===== src/hw/rtl/mt64_pkg.sv =====
`default_nettype none

package mt64_pkg;

  localparam int STATE_WORDS   = 312;
  localparam int MIDDLE_OFFSET = 156;

  localparam logic [63:0] TWIST_MATRIX = 64'hB502_6F5A_A966_19E9;
  localparam logic [63:0] SEED_MULT    = 64'd6364136223846793005;
  localparam logic [63:0] DEFAULT_SEED = 64'd5489;

  localparam logic [63:0] TEMPER_MASK_B = 64'h5555_5555_5555_5555;
  localparam logic [63:0] TEMPER_MASK_C = 64'h71D6_7FFF_EDA6_0000;
  localparam logic [63:0] TEMPER_MASK_D = 64'hFFF7_EEE0_0000_0000;

  // Status of the seeding unit toward the controller.
  typedef struct packed {
    logic wr_en;
    logic done;
  } mt64_seed_stat_t;

  function automatic logic [63:0] temper(input logic [63:0] v);
    logic [63:0] t;
    t = v;
    t = t ^ ((t >> 29) & TEMPER_MASK_B);
    t = t ^ ((t << 17) & TEMPER_MASK_C);
    t = t ^ ((t << 37) & TEMPER_MASK_D);
    t = t ^ (t >> 43);
    return t;
  endfunction

endpackage

`default_nettype wire


===== src/hw/rtl/mt64_seed.sv =====
`default_nettype none

// Seeding unit. Word k is 6364136223846793005 * (w ^ (w >> 62)) + k,
// formed with one shared 32x32 multiplier over three partial products.
module mt64_seed #(
  parameter int DEPTH = mt64_pkg::STATE_WORDS,
  parameter int AW    = $clog2(DEPTH)
) (
  input  wire logic                     clk,
  input  wire logic                     rst_n,
  input  wire logic                     go,
  input  wire logic [63:0]              seed,
  output mt64_pkg::mt64_seed_stat_t     stat,
  output logic [AW-1:0]                 wr_addr,
  output logic [63:0]                   wr_data
);

  typedef enum logic [4:0] {
    PH_IDLE  = 5'b00001,
    PH_MLL   = 5'b00010,
    PH_MLH   = 5'b00100,
    PH_MHL   = 5'b01000,
    PH_WRITE = 5'b10000
  } mt64_phase_t;

  localparam logic [AW-1:0] LAST_IDX = AW'(DEPTH - 1);
  localparam logic [31:0]   MULT_LO  = mt64_pkg::SEED_MULT[31:0];
  localparam logic [31:0]   MULT_HI  = mt64_pkg::SEED_MULT[63:32];

  mt64_phase_t   phase_r, phase_nxt;
  logic [AW-1:0] idx_r;
  logic [63:0]   prev_r;
  logic [63:0]   acc_r;
  logic [63:0]   mul_r;
  logic [63:0]   mixed;
  logic [31:0]   op_a;
  logic [31:0]   op_b;
  logic [63:0]   word;

  assign mixed   = prev_r ^ (prev_r >> 62);
  assign op_a    = (phase_r == PH_MHL) ? mixed[63:32] : mixed[31:0];
  assign op_b    = (phase_r == PH_MLH) ? MULT_HI : MULT_LO;
  assign word    = acc_r + {mul_r[31:0], 32'd0};
  assign wr_addr = idx_r;
  assign wr_data = word;

  assign stat.wr_en = (phase_r == PH_WRITE);
  assign stat.done  = (phase_r == PH_WRITE) && (idx_r == LAST_IDX);

  always_comb begin
    phase_nxt = phase_r;
    unique case (phase_r)
      PH_IDLE:  phase_nxt = go ? PH_WRITE : PH_IDLE;
      PH_MLL:   phase_nxt = PH_MLH;
      PH_MLH:   phase_nxt = PH_MHL;
      PH_MHL:   phase_nxt = PH_WRITE;
      PH_WRITE: phase_nxt = (idx_r == LAST_IDX) ? PH_IDLE : PH_MLL;
      default:  phase_nxt = PH_IDLE;
    endcase
  end

  always_ff @(posedge clk) begin
    if (!rst_n) begin
      phase_r <= PH_IDLE;
    end else begin
      phase_r <= phase_nxt;
    end
  end

  always_ff @(posedge clk) begin
    if ((phase_r == PH_IDLE) && go) begin
      acc_r <= seed;
      mul_r <= '0;
      idx_r <= '0;
    end else begin
      if ((phase_r == PH_MLL) || (phase_r == PH_MLH) || (phase_r == PH_MHL)) begin
        mul_r <= 64'(op_a) * 64'(op_b);
      end
      if (phase_r == PH_MLH) begin
        acc_r <= mul_r + {{(64 - AW){1'b0}}, idx_r};
      end
      if (phase_r == PH_MHL) begin
        acc_r <= word;
      end
      if (phase_r == PH_WRITE) begin
        prev_r <= word;
        idx_r  <= idx_r + AW'(1);
      end
    end
  end

endmodule

`default_nettype wire


===== config.mk =====
export PLATFORM = sky130hd
export DESIGN_NAME = mt64_seed
export DESIGN_NICKNAME = d
export VERILOG_FILES = /design/src/hw/rtl/mt64_pkg.sv /design/src/hw/rtl/mt64_seed.sv
export SDC_FILE = /design/constraint.sdc
export NUM_CORES = 2
export LEC_CHECK = 0
export BUFFER_PORTS_ARGS = -buffer_cell sky130_fd_sc_hd__buf_2
export CORE_MARGIN = 3
export CORE_UTILIZATION = 70
export CTS_CLUSTER_DIAMETER = 120
export DETAILED_ROUTE_END_ITERATION = 12
export HOLD_SLACK_MARGIN = 0.06
export PLACE_DENSITY_LB_ADDON = 0.2
export SYNTH_ARGS = -nofsm -noshare
export SYNTH_HDL_FRONTEND = slang
export SYNTH_SLANG_ARGS = --single-unit

===== constraint.sdc =====
create_clock -name clk -period 19.8 [get_ports clk]
set_input_delay 0.99 -clock clk [delete_from_list [all_inputs] [get_ports clk]]
set_output_delay 0.99 -clock clk [all_outputs]
set_load 0.05 [all_outputs]

==> key figures <==
Die
  – Die H: 225.8 µm
  – Die area: 50980 µm²
  – Starting Density: 71.72%
  – Die width: 225.8 µm
  – I/O pins: 142
  – Core ar.: 47150 µm²
  – FP Rows: 79

STA
  – Final setup TNS: 0 ns
  – Slew Limit Headroom: 5.498%
  – Skew final: 0.009511 ns
  – PnR worst setup slack: 9.073 ns
  – # setup viols final: 0
  – Tmin final: 10.73 ns
  – Hold Fails Final Rpt: 0
  – Tcrit/Tclk final: 54.18%
  – Actual slew at the worst max-slew pin: 1.378 ns
  – Max-slew violations: 0
  – RSZ-0062 raised after global routing: false
  – Fmax: 0.09322 GHz

GRT
  – Grt ovf: 0
  – Tot GR Track Use: 43.25%
  – First-pass GRT wire length: 165700 µm
  – Initial antenna violation count: 2
  – Vias in the first global route: 28741
  – Pin count of the biggest net entering global routing: 88

Setup path
  – Crit Path Category: reg2reg
  – R2r setup slk: 9.07 ns
  – Crit. End Element: flip-flop
  – Worst EP required: 20.16 ns
  – CP Launch Type: flip-flop
  – Worst Path Max Fanout: 45
  – Reg-to-reg endpoint: mul_r[58]
  – Reg2Reg Launch Point: phase_r[4]
  – Family with the most delay on the worst path: adder cells
  – Most Frequent Cell on Critical Path: fa_1
  – Crit path largest cell delay: 1.09 ns
  – Slowest cell on crit path: mux2i_1
  – R2r worst-path depth: 26
  – Crit path DAT: 11.09 ns
  – WP buf/inv: 6

Yosys
  – Area share of the largest cell type after synthesis: 31.79%
  – Post-synthesis cell area: 33810 µm²
  – Count leader, synth: inv_1
  – List of most frequent post-synthesis cells: inv_1, fa_1, ha_1
  – Synth Flop Type: edfxtp_1
  – Cells after synthesis: 3597
  – Ys Warns: 0
  – Post-synthesis sequential area ratio: 15.93%
  – Unique masters post-synth: 81
  – Post-synth EDFFs: 128
  – Top cells by area, synth: fa_1, ha_1, edfxtp_1
  – Syn_area_per_cell: 9.401 µm²
  – Leading area contributor after synthesis: fa_1
  – Seq cells post-synth: 205
  – Ys async rst share: 0%

Clock tree
  – Post_cts resized: 0
  – CTS Hold Bufs: 0
  – H-tree depth: 1
  – CTS root buffer: clkbuf_16
  – Post-CTS Setup Repair Bufs: 0
  – # clock sinks: 205
  – Clk slew on worst S/H paths: 0.07 ns
  – Worst-Skew Late Latency: 0.51 ns
  – Num CTS Buffers: 22
  – CTS tree: built
  – Max clock buf depth: 3

Drt
  – Vias: 27265
  – TritonRoute pass-1 iters: 6
  – Residual DRC: 0
  – 1st-iter DRT viols: 3221
  – Avg Vias per Cell: 6.320
  – Post-DR wirelength/cell: 24.98 µm
  – ANT nets after route: 0
  – Final Routed Wirelength: 107800 µm

Layout
  – Diode count: 0
  – Layout cell share with drive strength beyond 1: 6.744%
  – Synthesis-to-layout area growth: 5.746%
  – Final core utilization: 75.84%
  – Nets: 4755

Place
  – Routability cong.: 1.059
  – I/O Buffers: 141
  – Setup WS pre-CTS: 9.349 ns
  – Detailed placer's ending HPWL: 90550 µm

Flow run
  – # Max-Cap Violations: 0

Hold path
  – HP Start: acc_r[28]
  – Hold path cells: 0
  – Hold Path Sink: prev_r[28]
  – Tightest Hold Check Type: reg2reg

Status
  – Status: finished, final reports clean
-- stage by stage --
stage	instances	cell area (µm²)	hold slack [ns]
floorplan	3626	33920	0.4277
global placement	4274	35030	0.4309
detailed placement	4274	35030	0.4387
CTS	4314	35750	0.4542
global route	4314	35760	0.4656
finish	4314	35760	0.4602
-- logic make-up after synthesis --
family | count (synthesis) | synth area share [%]
adder cells (fa/ha/maj) | 997 | 48.81
buffers and inverters | 929 | 10.73
AND/OR/NAND/NOR | 760 | 10.16
AO/OA/AOI/OAI | 519 | 9.472
flip-flops | 205 | 15.93
XOR/XNOR | 161 | 4.170
multiplexers | 24 | 0.7104
other | 2 | 0.02221
-- placed cells by master, fill, tap and decap left out, drive strengths merged, types with 18 or more instances in the layout --
| cell | netlist | routed |
|---|---|---|
| inv | 792 | 792 |
| fa | 537 | 537 |
| ha | 460 | 460 |
| nand2 | 295 | 295 |
| nor2 | 230 | 230 |
| buf | 54 | 174 |
| a21oi | 170 | 170 |
| o21ai | 149 | 149 |
| edfxtp | 128 | 128 |
| xnor2 | 92 | 92 |
| dfxtp | 77 | 77 |
| xor2 | 69 | 69 |
| nand3 | 59 | 59 |
| a21o | 53 | 53 |
| nand4 | 49 | 49 |
| nor3 | 40 | 40 |
| conb | 2 | 31 |
| clkbuf | 79 | 27 |
| mux2i | 24 | 24 |
| and3 | 22 | 22 |
| o21bai | 20 | 20 |
| o21a | 18 | 18 |
-- sequential cells by signal, indices dropped and copies added (netlist names) --
signal and flops:
acc_r 64, mul_r 63, phase_r 5, prev_r 64, wr_addr 9
-- layout make-up --
class	instances	area (µm²)
multi-input cells	2492	24950
fillers	3244	11390
repair buffers	174	953.4
inverters	796	2988
well taps	607	759.5
flip-flops and latches	205	5385
clock inverters	13	121.4
clock buffers	27	604.3
-- worst register-to-register path: stages (launching register included) --
cell,delay [ns]
dfxtp_1,0.35
nor2_1,0.49
nand3_4,0.37
buf_4,0.46
mux2i_1,1.10
inv_1,0.69
fa_1,0.67
inv_1,0.06
fa_1,0.58
fa_1,0.46
fa_1,0.51
inv_1,0.05
fa_1,0.46
fa_1,0.52
fa_1,0.57
inv_1,0.07
fa_1,0.55
inv_1,0.05
ha_1,0.39
nand4_1,0.26
or4_1,0.53
nor3_1,0.22
a22oi_1,0.24
o211ai_2,0.38
a21boi_0,0.22
a41oi_1,0.24
o41ai_1,0.10
-- worst max path at each step --
| stage | startpoint | to | slack (ns) | cells past startpoint |
|---|---|---|---|---|
| global route | phase_r[4] | mul_r[58] | 8.65 | 26 |
| detailed placement | phase_r[4] | mul_r[58] | 9.35 | 26 |
| CTS | phase_r[4] | mul_r[58] | 9.25 | 26 |
| global placement | phase_r[4] | mul_r[60] | 9.53 | 29 |
| floorplan | phase_r[2] | mul_r[57] | 10.82 | 29 |
| finish | phase_r[4] | mul_r[58] | 9.07 | 26 |
-- per-layer routing --
layer | global-route usage [%] | share of wire (%) | up-vias
met5 | 0 | 0.019 | -
met4 | 22.86 | 6.7 | 2
met3 | 10.41 | 12 | 432
met2 | 65.79 | 44 | 1868
met1 | 58.04 | 37 | 13283
li1 | - | - | 11680
Power is not shown: default switching activity piles up to over one toggle a cycle in this logic, so the estimate is an artifact.
